## src/sv/dpd_pkg.sv

```systemverilog
// Shared types, codes and the checksum digit helper for the debug packet deframer.
// Has no dependencies; used by dpd_parser and debug_packet_deframer.
package dpd_pkg;

    localparam logic [7:0] CHAR_START = 8'h24;
    localparam logic [7:0] CHAR_HASH  = 8'h23;

    localparam logic [7:0] MAX_PAYLOAD_RESET = 8'd128;

    localparam int APB_ADDR_W = 3;
    localparam logic REG_MAX_PAYLOAD = 1'b0;

    localparam logic [1:0] KIND_BYTE = 2'd0;
    localparam logic [1:0] KIND_GOOD = 2'd1;
    localparam logic [1:0] KIND_BAD  = 2'd2;
    localparam logic [1:0] KIND_LONG = 2'd3;

    typedef enum logic [3:0] {
        PH_IDLE = 4'b0001,
        PH_DATA = 4'b0010,
        PH_CK1  = 4'b0100,
        PH_CK2  = 4'b1000
    } phase_t;

    typedef struct packed {
        logic       valid;
        logic [1:0] kind;
        logic [7:0] data_byte;
        logic       first_byte;
        logic [7:0] payload_length;
    } result_t;

    // A digit matches a nibble when the character equals the character that
    // its letter-case class would decode to that nibble.
    function automatic logic hex_match(input logic [7:0] c, input logic [3:0] nib);
        logic [7:0] expect_char;
        if (!c[6]) begin
            expect_char = {4'd0, nib} + 8'd48;
        end else if (c[5]) begin
            expect_char = {4'd0, nib} + 8'd87;
        end else begin
            expect_char = {4'd0, nib} + 8'd55;
        end
        return c == expect_char;
    endfunction

endpackage

```

## src/sv/dpd_parser.sv

```systemverilog
// Framing state machine: phase, running checksum and byte count, plus the result
// that each received character produces. Depends on dpd_pkg.
module dpd_parser (
    input  logic             aclk,
    input  logic             aresetn,
    input  logic             accept,
    input  logic [7:0]       rx_char,
    input  logic [7:0]       max_payload,
    output dpd_pkg::result_t result
);
    import dpd_pkg::*;

    phase_t     phase_reg, phase_next;
    logic [7:0] sum_reg, sum_next;
    logic [7:0] count_reg, count_next;

    always_comb begin
        phase_next = phase_reg;
        sum_next   = sum_reg;
        count_next = count_reg;
        result     = '0;
        unique case (phase_reg)
            PH_IDLE: begin
                if (rx_char == CHAR_START) begin
                    sum_next   = 8'd0;
                    count_next = 8'd0;
                    phase_next = PH_DATA;
                end
            end
            PH_DATA: begin
                if (rx_char == CHAR_HASH) begin
                    phase_next = PH_CK1;
                end else if (count_reg >= max_payload) begin
                    phase_next            = PH_IDLE;
                    result.valid          = 1'b1;
                    result.kind           = KIND_LONG;
                    result.payload_length = count_reg;
                end else begin
                    sum_next              = sum_reg + rx_char;
                    count_next            = count_reg + 8'd1;
                    result.valid          = 1'b1;
                    result.kind           = KIND_BYTE;
                    result.data_byte      = rx_char;
                    result.first_byte     = (count_reg == 8'd0);
                    result.payload_length = count_reg + 8'd1;
                end
            end
            PH_CK1: begin
                if (!hex_match(rx_char, sum_reg[7:4])) begin
                    phase_next            = PH_IDLE;
                    result.valid          = 1'b1;
                    result.kind           = KIND_BAD;
                    result.payload_length = count_reg;
                end else begin
                    phase_next = PH_CK2;
                end
            end
            PH_CK2: begin
                phase_next            = PH_IDLE;
                result.valid          = 1'b1;
                result.kind           = hex_match(rx_char, sum_reg[3:0]) ?
                                        KIND_GOOD : KIND_BAD;
                result.payload_length = count_reg;
            end
            default: begin
                phase_next = PH_IDLE;
            end
        endcase
    end

    always_ff @(posedge aclk) begin
        if (!aresetn) begin
            phase_reg <= PH_IDLE;
            sum_reg   <= 8'd0;
            count_reg <= 8'd0;
        end else if (accept) begin
            phase_reg <= phase_next;
            sum_reg   <= sum_next;
            count_reg <= count_next;
        end
    end

endmodule

```

## src/sv/debug_packet_deframer.sv

```systemverilog
// Top level of the debug packet deframer: APB register, parser and result register.
// Depends on dpd_pkg and dpd_parser.
// The block takes one received character per cycle unless stalled, and reports each
// payload byte of a $payload#hh packet as it arrives, followed by one verdict
// (good, bad checksum or too long) with the payload length. A request is accepted
// in every cycle unless a finished result is still waiting to be taken; the
// character is decoded in the cycle it is accepted and its result appears on
// the m_ side in the next cycle, from a single result register. The max_payload
// register sits at byte address 0 and should be written only while idle.
module debug_packet_deframer (
    input  logic                           aclk,
    input  logic                           aresetn,
    input  logic                           psel,
    input  logic                           penable,
    input  logic                           pwrite,
    input  logic [dpd_pkg::APB_ADDR_W-1:0] paddr,
    input  logic [31:0]                    pwdata,
    output logic [31:0]                    prdata,
    output logic                           pready,
    input  logic                           s_valid,
    output logic                           s_ready,
    input  logic [7:0]                     s_rx_char,
    output logic                           m_valid,
    input  logic                           m_ready,
    output logic [1:0]                     m_kind,
    output logic [7:0]                     m_data_byte,
    output logic                           m_first_byte,
    output logic [7:0]                     m_payload_length
);
    import dpd_pkg::*;

    logic [7:0] max_payload_reg;
    logic       accept;
    result_t    result;
    logic       m_valid_reg;
    logic [1:0] kind_reg;
    logic [7:0] data_reg;
    logic       first_reg;
    logic [7:0] length_reg;

    assign pready = 1'b1;
    assign prdata = (paddr[APB_ADDR_W-1] == REG_MAX_PAYLOAD) ? {24'd0, max_payload_reg} : 32'd0;

    always_ff @(posedge aclk) begin
        if (!aresetn) begin
            max_payload_reg <= MAX_PAYLOAD_RESET;
        end else if (psel && penable && pwrite && paddr[APB_ADDR_W-1] == REG_MAX_PAYLOAD) begin
            max_payload_reg <= pwdata[7:0];
        end
    end

    assign s_ready = !m_valid_reg || m_ready;
    assign accept  = s_valid && s_ready;

    dpd_parser u_parser (
        .aclk        (aclk),
        .aresetn     (aresetn),
        .accept      (accept),
        .rx_char     (s_rx_char),
        .max_payload (max_payload_reg),
        .result      (result)
    );

    always_ff @(posedge aclk) begin
        if (!aresetn) begin
            m_valid_reg <= 1'b0;
        end else if (accept) begin
            m_valid_reg <= result.valid;
        end else if (m_ready) begin
            m_valid_reg <= 1'b0;
        end
    end

    always_ff @(posedge aclk) begin
        if (accept && result.valid) begin
            kind_reg   <= result.kind;
            data_reg   <= result.data_byte;
            first_reg  <= result.first_byte;
            length_reg <= result.payload_length;
        end
    end

    assign m_valid          = m_valid_reg;
    assign m_kind           = kind_reg;
    assign m_data_byte      = data_reg;
    assign m_first_byte     = first_reg;
    assign m_payload_length = length_reg;

endmodule

```

## config.mk

```make
export PLATFORM = sky130hd
export DESIGN_NAME = debug_packet_deframer
export DESIGN_NICKNAME = d
export VERILOG_FILES = /design/src/sv/dpd_pkg.sv /design/src/sv/dpd_parser.sv /design/src/sv/debug_packet_deframer.sv
export SDC_FILE = /design/constraint.sdc
export NUM_CORES = 1
export LEC_CHECK = 0
export BUFFER_PORTS_ARGS = -buffer_cell sky130_fd_sc_hd__buf_2
export CAP_MARGIN = 10
export CORE_ASPECT_RATIO = 1.75
export CORE_UTILIZATION = 52
export DETAILED_ROUTE_END_ITERATION = 16
export PLACE_DENSITY = 0.81
export SLEW_MARGIN = 15
export SYNTH_ARGS = -nofsm -noshare
export SYNTH_HDL_FRONTEND = slang
export SYNTH_HIERARCHICAL = 1
export SYNTH_SLANG_ARGS = --single-unit
```

## constraint.sdc

```tcl
create_clock -name aclk -period 3.4 [get_ports aclk]
set_clock_uncertainty 0.2 [all_clocks]
set_input_delay 0.17 -clock aclk [delete_from_list [all_inputs] [get_ports aclk]]
set_output_delay 0.17 -clock aclk [all_outputs]
set_load 0.05 [all_outputs]
```

# Yosys cells after proc, flatten, opt, wreduce, memory -nomap -nowiden
# Index checks and enable logic that the tools add are counted.
op_classes:
  n_lt_le_gt_ge: 1
  muxes: 29
  n_eq_ne: 12
  addsub: 8
  reduce_logical: 14
  bitwise: 2
op_table:
  columns: ["operator", "n"]
  rows:
  - ["2-to-1 mux 8 bit", 13]
  - ["one-hot mux 8 bit (2 select lines)", 2]
  - ["adder 4 x 6 -> 7 bit (second input constant)", 4]
  - ["one-hot mux 8 bit (3 select lines)", 1]
  - ["2-to-1 mux 20 bit", 1]
  - ["adder 4 x 7 -> 8 bit (second input constant)", 2]
  - ["== test 8 x 6 -> 1 bit (second input constant)", 2]
  - ["== test 8 bit", 2]
  - ["2-to-1 mux 4 bit", 4]
  - ["one-hot mux 4 bit (3 select lines)", 1]
  - ["2-to-1 mux 9 bit", 1]
  - ["one-hot mux 3 bit (3 select lines)", 1]
  - ["adder 8 x 1 -> 8 bit (second input constant)", 1]
  - ["adder 8 bit", 1]
  - ["greater-or-equal comparator 8 bit", 1]
  - ["zero test 8 bit", 1]
  - ["logical AND 1 bit", 5]
  - ["AND reduction 5 bit", 1]
  - ["== test 4 x 1 -> 1 bit (second input constant)", 1]
  - ["== test 4 x 2 -> 1 bit (second input constant)", 1]
  - ["== test 4 x 3 -> 1 bit (second input constant)", 1]
  - ["== test 4 bit (second input constant)", 1]
  - ["2-to-1 mux 2 bit", 2]
  - ["inequality test 2 bit (second input constant)", 2]
  - ["11 further kinds", 14]
totals:
  wordCells: 75
  inputBits: 50
  out_inout_bits: 54
  ff_bits: 48

# Logic depth before layout (Yosys ltp)
# Gate-level depths: netlist of the first run.
logic_depth:
  ltp_word: 8
  mapped_depth: 9

# Cells and area by module
# Netlist of the first run, hierarchy kept.
by_module_without_submodules:
  columns: ["mod", "area_per_inst_um2", "seq_area_each_um2", "cells_per_inst", "n_inst"]
  rows:
  - ["dpd_parser", 2242.2, 400.4, 289, 1]
  - ["debug_packet_deframer", 1222.4, 750.7, 96, 1]

# Worst setup path before layout of the first run
# Ideal clock, no wire load.
synth_path:
  kind: "register to register"
  from: "reg u_parser.phase_reg[2]"
  to: "reg data_reg[0] (netlist: m_data_byte[0]), enable pin"
  t_arrival_ns: 2.435
  path_slack_ns: 0.368
  stages_incl_launch_ff: 7
  setup_time_ns: 0.397
  period_less_slack_ns: 3.032
  path_cell_list: "dfxtp_1 > buf_2 > or4b_1 > a31oi_1 > or3_1 > nand2_1 > nor2b_1"
synth_rtl:
  columns: ["item", "line_no", "text"]
  rows:
  - ["start, declared", "dpd_parser.sv:13", "phase_t phase_reg, phase_next;"]
  - ["start signal, assigned", "dpd_parser.sv:77", "phase_reg <= phase_next;"]
  - ["end signal, assigned", "debug_packet_deframer.sv:77", "data_reg <= result.data_byte;"]
  - ["end, declared", "debug_packet_deframer.sv:37", "logic [7:0] data_reg;"]

==> key figures, run 1 <==
Clocking
  • CTS tree: done
  • Worst skew pair latency: 0.29 ns
  • Worst-path clk slew: 0.06 ns
  • Number of setup buffers added after CTS: 0
  • Cts bufs inserted: 5
  • # hold bufs at CTS: 8
  • Worst-case clock buffer depth: 2
  • Clock sinks: 48
  • H-tree depth: 2
  • # resized after CTS: 0
  • CTS root buf: clkbuf_16

STA
  • RSZ-0062 raised after global routing: no
  • F_max: 327 MHz
  • Count of final max-slew check failures: 0
  • Final hold viol count: 0
  • Slew @ Worst Pin: 0.731 ns
  • Final Setup Violations: 0
  • Final period utilization: 0.899
  • Fin crit period: 3.06 ns
  • Slew headroom: 0.512
  • Setup TNS: 0 ns

Synth
  • Post-synth ARST share: 0
  • Register area share after synthesis: 0.332
  • Commonest cells in the netlist: nand2_1, dfxtp_1, buf_4
  • Dominant cell type by area after synthesis: dfxtp_1
  • Warning count from the yosys run: 6
  • Share of the synthesized area in the top cell type: 0.168
  • Count leader, synth: nand2_1
  • Synth top area cells: dfxtp_1, edfxtp_1, ha_1, buf_4, nand2_1
  • Post-Synth Simple-Gate Area: 0.212
  • Number of enable flip-flop cells after synthesis: 19
  • Yosys reg bits: 48
  • Compound-Gate Fraction of Synth Area: 0.201
  • Xor and xnor area share after synthesis: 0.0376
  • Largest family of logic cells by synthesized area: simple AND/OR/NAND/NOR gates
  • Synth Area in Adders: 0.0744
  • Mean Syn Cell Area: 9.00 sq um
  • Commonest register cell after synthesis: dfxtp_1
  • Post-Synthesis Cell Area: 3460 sq um
  • Post-synthesis mux area share: 0.0350
  • Mapped Cells: 385
  • Netlist cell types: 69

Setup path
  • WP depth: 8
  • Worst R2R Path Depth: 8
  • Critical path destination: m_payload_length[7]
  • Worst Setup Start Kind: flip-flop
  • Critical path capture point type: flip-flop
  • R2R setup slack: 0.34 ns
  • Cell Chain, Critical Path: inv_1 > ha_1 > xor2_1 > nand3_1 > a221oi_2 > a31oi_1 > or2_0 > a221o_1
  • Crit Path Category: reg2reg
  • CP arrival: 2.89 ns
  • Reg2reg end: m_payload_length[7]
  • Slowest cell on crit path: dfxtp_1
  • Crit Path Max Fanout: 6
  • Req. time, crit path: 3.24 ns
  • RR Startpoint: u_parser/sum_reg[4]
  • Worst path max stage delay: 0.49 ns
  • CP bufs+invs: 1
  • Worst setup startpoint: u_parser/sum_reg[4]
  • CP top delay family: compound AO/OA/AOI/OAI gates

Routing
  • Vias/cell: 5.78
  • Average wire per standard cell: 15.8 microns
  • Post-DRT Antenna Nets: 0
  • Residual DRC: 0
  • 1st-iter DRT viols: 178
  • DR pass1 iterations: 5
  • Final wirelength: 8270 microns
  • Total number of vias: 3,024

Power
  • P_leak: 1.68 nW
  • VDD IR max: 0.155 mV
  • Power density over the cells: 322 nW/um^2

Cells and area
  • Fill cell count: 575
  • Nets@finish: 510
  • Reg area: 1150 sq um
  • Layout cells sized above 1: 0.195
  • Syn-to-layout area delta: 12.8%
  • Finished Cell Area: 3910 sq um
  • Multi-input gate area: 2040 sq um
  • Antenna cells: 0

Floorplan
  • IO Pins: 104
  • Chip height: 110 microns
  • Core Region: 6490 sq um
  • Die Area: 7010 sq um
  • Initial Util: 0.534
  • Die width: 63.7 microns
  • Number of cell rows: 39

Flow run
  • MaxCap Viol Count: 0

Placement
  • Gp weighted congestion: 0.855
  • HPWL Detailed: 6120 microns
  • I/O Buffers: 52
  • Placed instance area: 3690 sq um

Global routing
  • Number of antenna violations at the first check in global routing: 0
  • Grt total ovfl: 0
  • Vias in the first global route: 2,843
  • Total GRT Usage: 0.243
  • Largest net degree at the start of global routing: 27
  • First-pass GRT wire length: 13,000 microns

Min path
  • Hold crit path type: in2reg

Run status
  • Outcome: finished, final reports clean
[worst register-to-register path: cells and delay by family (launching register included)]
| kind | cells | cell delay (ns) |
|---|---|---|
| AOI/OAI and AO/OA | 3 | 1.02 |
| xor gates and xnor gates | 1 | 0.16 |
| adders and majority gates | 1 | 0.31 |
| buffers and inverters | 1 | 0.08 |
| DFF | 1 | 0.49 |
| and+or+nand+nor | 2 | 0.55 |
[worst min-delay path by stage]
stage          startpoint                 end  slack (ns)  cells past startpoint
3_3_place_gp    pwdata[5]  max_payload_reg[5]        0.22                      3
5_1_grt           s_valid             m_valid        0.05                      3
6_report          s_valid             m_valid       0.004                      3
3_5_place_dp    pwdata[5]  max_payload_reg[5]        0.23                      3
4_1_cts           s_valid             m_valid        0.01                      3
2_1_floorplan   pwdata[1]  max_payload_reg[1]        0.11                      2
[stage by stage]
step                std cells  setup slack, ns  power (mW)  hold WS (ns)   util
finish                    523            0.345        1.26       0.00408  0.602
global route              523            0.256        1.31        0.0467  0.602
CTS                       523            0.374        1.27        0.0102  0.602
detailed placement        507            0.387       0.800         0.233  0.569
global placement          507            0.456       0.795         0.218  0.569
floorplan                 408            0.368       0.787         0.112      -
[area by class of cell]
type / count / share of cell area
multi-input cells: 294 / 0.521
flip-flops and latches: 48 / 0.294
repair buffers: 67 / 0.101
clock buffers: 6 / 0.0330
well taps: 82 / 0.0262
inverters: 24 / 0.0230
clock inverters: 2 / 0.00192
[cells by family after synthesis]
logic type      count (synthesis)
simple gates                  130
compound gates                 93
buf+inv                        66
flops                          48
fa+ha+maj                      20
xor+xnor                       14
mux                            12
other cells                     2
[power by group]
part	internal, mW	switching [mW]	leakage, nW
Sequential	0.599	0.00762	0.410
Clock	0.268	0.195	0.0659
Combinational	0.0541	0.138	1.20
Total	0.921	0.340	1.68
[routing by layer]
layer	up-vias	track usage	routed length [microns]
met2	96	0.471	4590
met5	-	0	0
li1	1455	-	-
met1	1440	0.231	2980
met3	33	0.0340	262
met4	0	0.162	436
[layout by cell type (no fill, tap or decap), drive strengths merged, types with 9 or more instances in the layout]
master,n
ha,19
xor2,9
nor3,10
nand2,36
a21oi,16
a31oi,11
nor2,18
mux2i,11
edfxtp,19
and2,11
dfxtp,29
inv,24
nand3,11
conb,25
buf,59
o21ai,14
Power figures use the tool's default switching activity.
==> inputs of run 2 (changes only) <==
Settings changed: CORE_UTILIZATION 52 to 54, CTS_BUF_LIST set to sky130_fd_sc_hd__clkbuf_8, PLACE_DENSITY 0.81 to 0.83.
==> key figures, run 2 (synthesis gave the netlist of run 1 again) <==
Run status
  • Outcome: finished, final reports clean

STA
  • Slew @ Worst Pin: 0.652 ns (-0.0796 ns)
  • Final hold viol count: 0 (unchanged)
  • Final Setup Violations: 0 (unchanged)
  • Fin Hold WS: 0.0399 ns (+0.0358 ns)
  • F_max: 332 MHz (+1.3%)
  • Fin crit period: 3.02 ns (-0.0403 ns)
  • Count of final max-slew check failures: 0 (unchanged)
  • RSZ-0062 raised after global routing: no
  • Final period utilization: 0.887 (-0.0119)
  • Final setup margin: 0.385 ns (+0.0403 ns)
  • Slew headroom: 0.561 (+0.0492)
  • Setup TNS: 0 ns (unchanged)

Placement
  • Dpl cells: 506 (-0.20%)
  • Gp weighted congestion: 0.878 (+2.8%)
  • I/O Buffers: 52 (unchanged)
  • Pre-CTS setup slack: 0.420 ns (+0.0338 ns)
  • Placed instance area: 3700 sq um (+0.14%)
  • HPWL Detailed: 6130 microns (about the same)

Clocking
  • H-tree depth: 2 (unchanged)
  • Worst-case clock buffer depth: 2 (unchanged)
  • Cts bufs inserted: 5 (unchanged)
  • CTS tree: done
  • Number of setup buffers added after CTS: 0 (unchanged)
  • Worst skew pair latency: 0.30 ns (about the same)
  • Clock sinks: 48 (unchanged)
  • CTS root buf: clkbuf_8
  • Worst-path clk slew: 0.09 ns (+0.03 ns)

Global routing
  • GRT busiest layer: met2
  • Number of antenna violations at the first check in global routing: 0 (unchanged)
  • First-pass GRT wire length: 13,400 microns (+3.1%)
  • M2 GR Usage: 0.491 (+0.0196)
  • Vias in the first global route: 2,971 (+4.5%)
  • Largest net degree at the start of global routing: 27 (unchanged)
  • Total GRT Usage: 0.255 (+0.0125)
  • Grt total ovfl: 0 (unchanged)
  • Met3 Resource Use GR: 0.0348 (+0.000860)
  • Met1 Resource Use GR: 0.238 (+0.00697)

Setup path
  • Crit Path Category: reg2reg
  • Worst Setup Start Kind: flip-flop
  • CP arrival: 2.88 ns (about the same)
  • Crit Path Max Fanout: 6 (unchanged)
  • Critical path capture point type: flip-flop
  • Req. time, crit path: 3.26 ns (+0.02 ns)

Cells and area
  • Reg area: 1150 sq um (unchanged)
  • Non-filler cells, final: 523 (unchanged)
  • Nets@finish: 512 (+0.39%)
  • Fill cell count: 547 (-4.9%)
  • Antenna cells: 0 (unchanged)
  • Multi-input gate area: 2040 sq um (unchanged)
  • Finished Cell Area: 3870 sq um (-0.99%)
  • Most frequent standard cell in the layout excluding fill and tap cells: buf_2
  • Final design utilization: 0.626 (+0.0238)
  • Most frequent cells in the layout: buf_2, nand2_1, dfxtp_1
  • Layout cells sized above 1: 0.201 (+0.00589)
  • Syn-to-layout area delta: 11.7%

Floorplan
  • Number of cell rows: 38 (-2.6%)
  • Initial Util: 0.561 (+0.0267)
  • Die width: 62.6 microns (-1.8%)
  • Chip height: 108 microns (-1.8%)
  • IO Pins: 104 (unchanged)
  • Core Region: 6180 sq um (-4.8%)
  • Die Area: 6750 sq um (-3.6%)

Routing
  • Vias/cell: 5.96 (+3.0%)
  • Residual DRC: 0 (unchanged)
  • Total number of vias: 3,116 (+3.0%)
  • Final wirelength: 8400 microns (+1.5%)
  • DR pass1 iterations: 5 (unchanged)
  • 1st-iter DRT viols: 221 (+24%)
  • Average wire per standard cell: 16.1 microns (+1.5%)
  • Post-DRT Antenna Nets: 0 (unchanged)

Power
  • Power density over the cells: 292 nW/um^2 (-9.6%)
  • P_leak: 1.67 nW (-0.65%)
  • Switching Fraction: 0.297 (+0.0277)
  • Clock power frac: 0.293 (-0.074)
  • Int Power: 793 uW (-14%)
  • Seq pwr share: 0.537 (+0.056)
  • Power, Total: 1.13 mW (-10%)
  • VDD IR max: 0.136 mV (-12%)
  • Switching power: 336 uW (-1.3%)
  • Combinational power share: 0.170 (+0.018)

Min path
  • Hold crit path type: in2reg

Flow run
  • MaxCap Viol Count: 0 (unchanged)
[run 2: cell count changes in the layout (fill, tap and decap cells not counted)]
cell / delta
clkinv_2: +2
buf_4: +1
dlygate4sd3_1: +1
clkbuf_1: -1
clkinv_1: -1
clkbuf_8: +5
clkbuf_16: -5
[run 2: worst max-delay path: stages (launching register included)]
cell and delay (ns):
dfxtp_1 0.50, inv_1 0.08, ha_1 0.30, xor2_1 0.15, nand3_1 0.10, a221oi_2 0.35, a31oi_1 0.28, or2_0 0.42
a221o_1 0.40
[run 2: final timing paths]
| check | depth (start not counted) | endpoint | slack (ns) | startpoint |
|---|---|---|---|---|
| worst min register to register | 2 | max_payload_reg[6] | 0.28 | max_payload_reg[6] |
| worst max-delay path | 8 | m_payload_length[5] | 0.38 | u_parser/sum_reg[4] |
| worst max register to register | 8 | m_payload_length[5] | 0.38 | u_parser/sum_reg[4] |
| worst min-delay path | 3 | m_valid | 0.04 | m_ready |
[run 2: cell type report]
cell class,instances,share of cell area
multi-input combinational,294,0.526
sequential,48,0.297
timing repair buffer,69,0.106
tap,80,0.0259
inverter,24,0.0233
clock buffer,5,0.0178
clock inverter,3,0.00356
[run 2: power groups by stage]
stage	logic (mW)	registers (mW)	clock network [mW]
floorplan	0.171	0.616	0
global placement	0.176	0.619	0
detailed placement	0.181	0.619	0
CTS	0.190	0.605	0.339
global route	0.205	0.606	0.358
finish	0.192	0.606	0.330
[run 2: routing by layer]
layer / routed length [microns] / vias to the layer above
li1: - / 1458
met1: 2780 / 1485
met2: 4780 / 130
met3: 369 / 43
met4: 461 / 0
met5: 0 / -
[run 2: what timing repair did]
action | in CTS | in global routing
resized for setup | 0 | 0
endpoints found under the hold margin | 9 | 0
hold buffers | 9 | 0
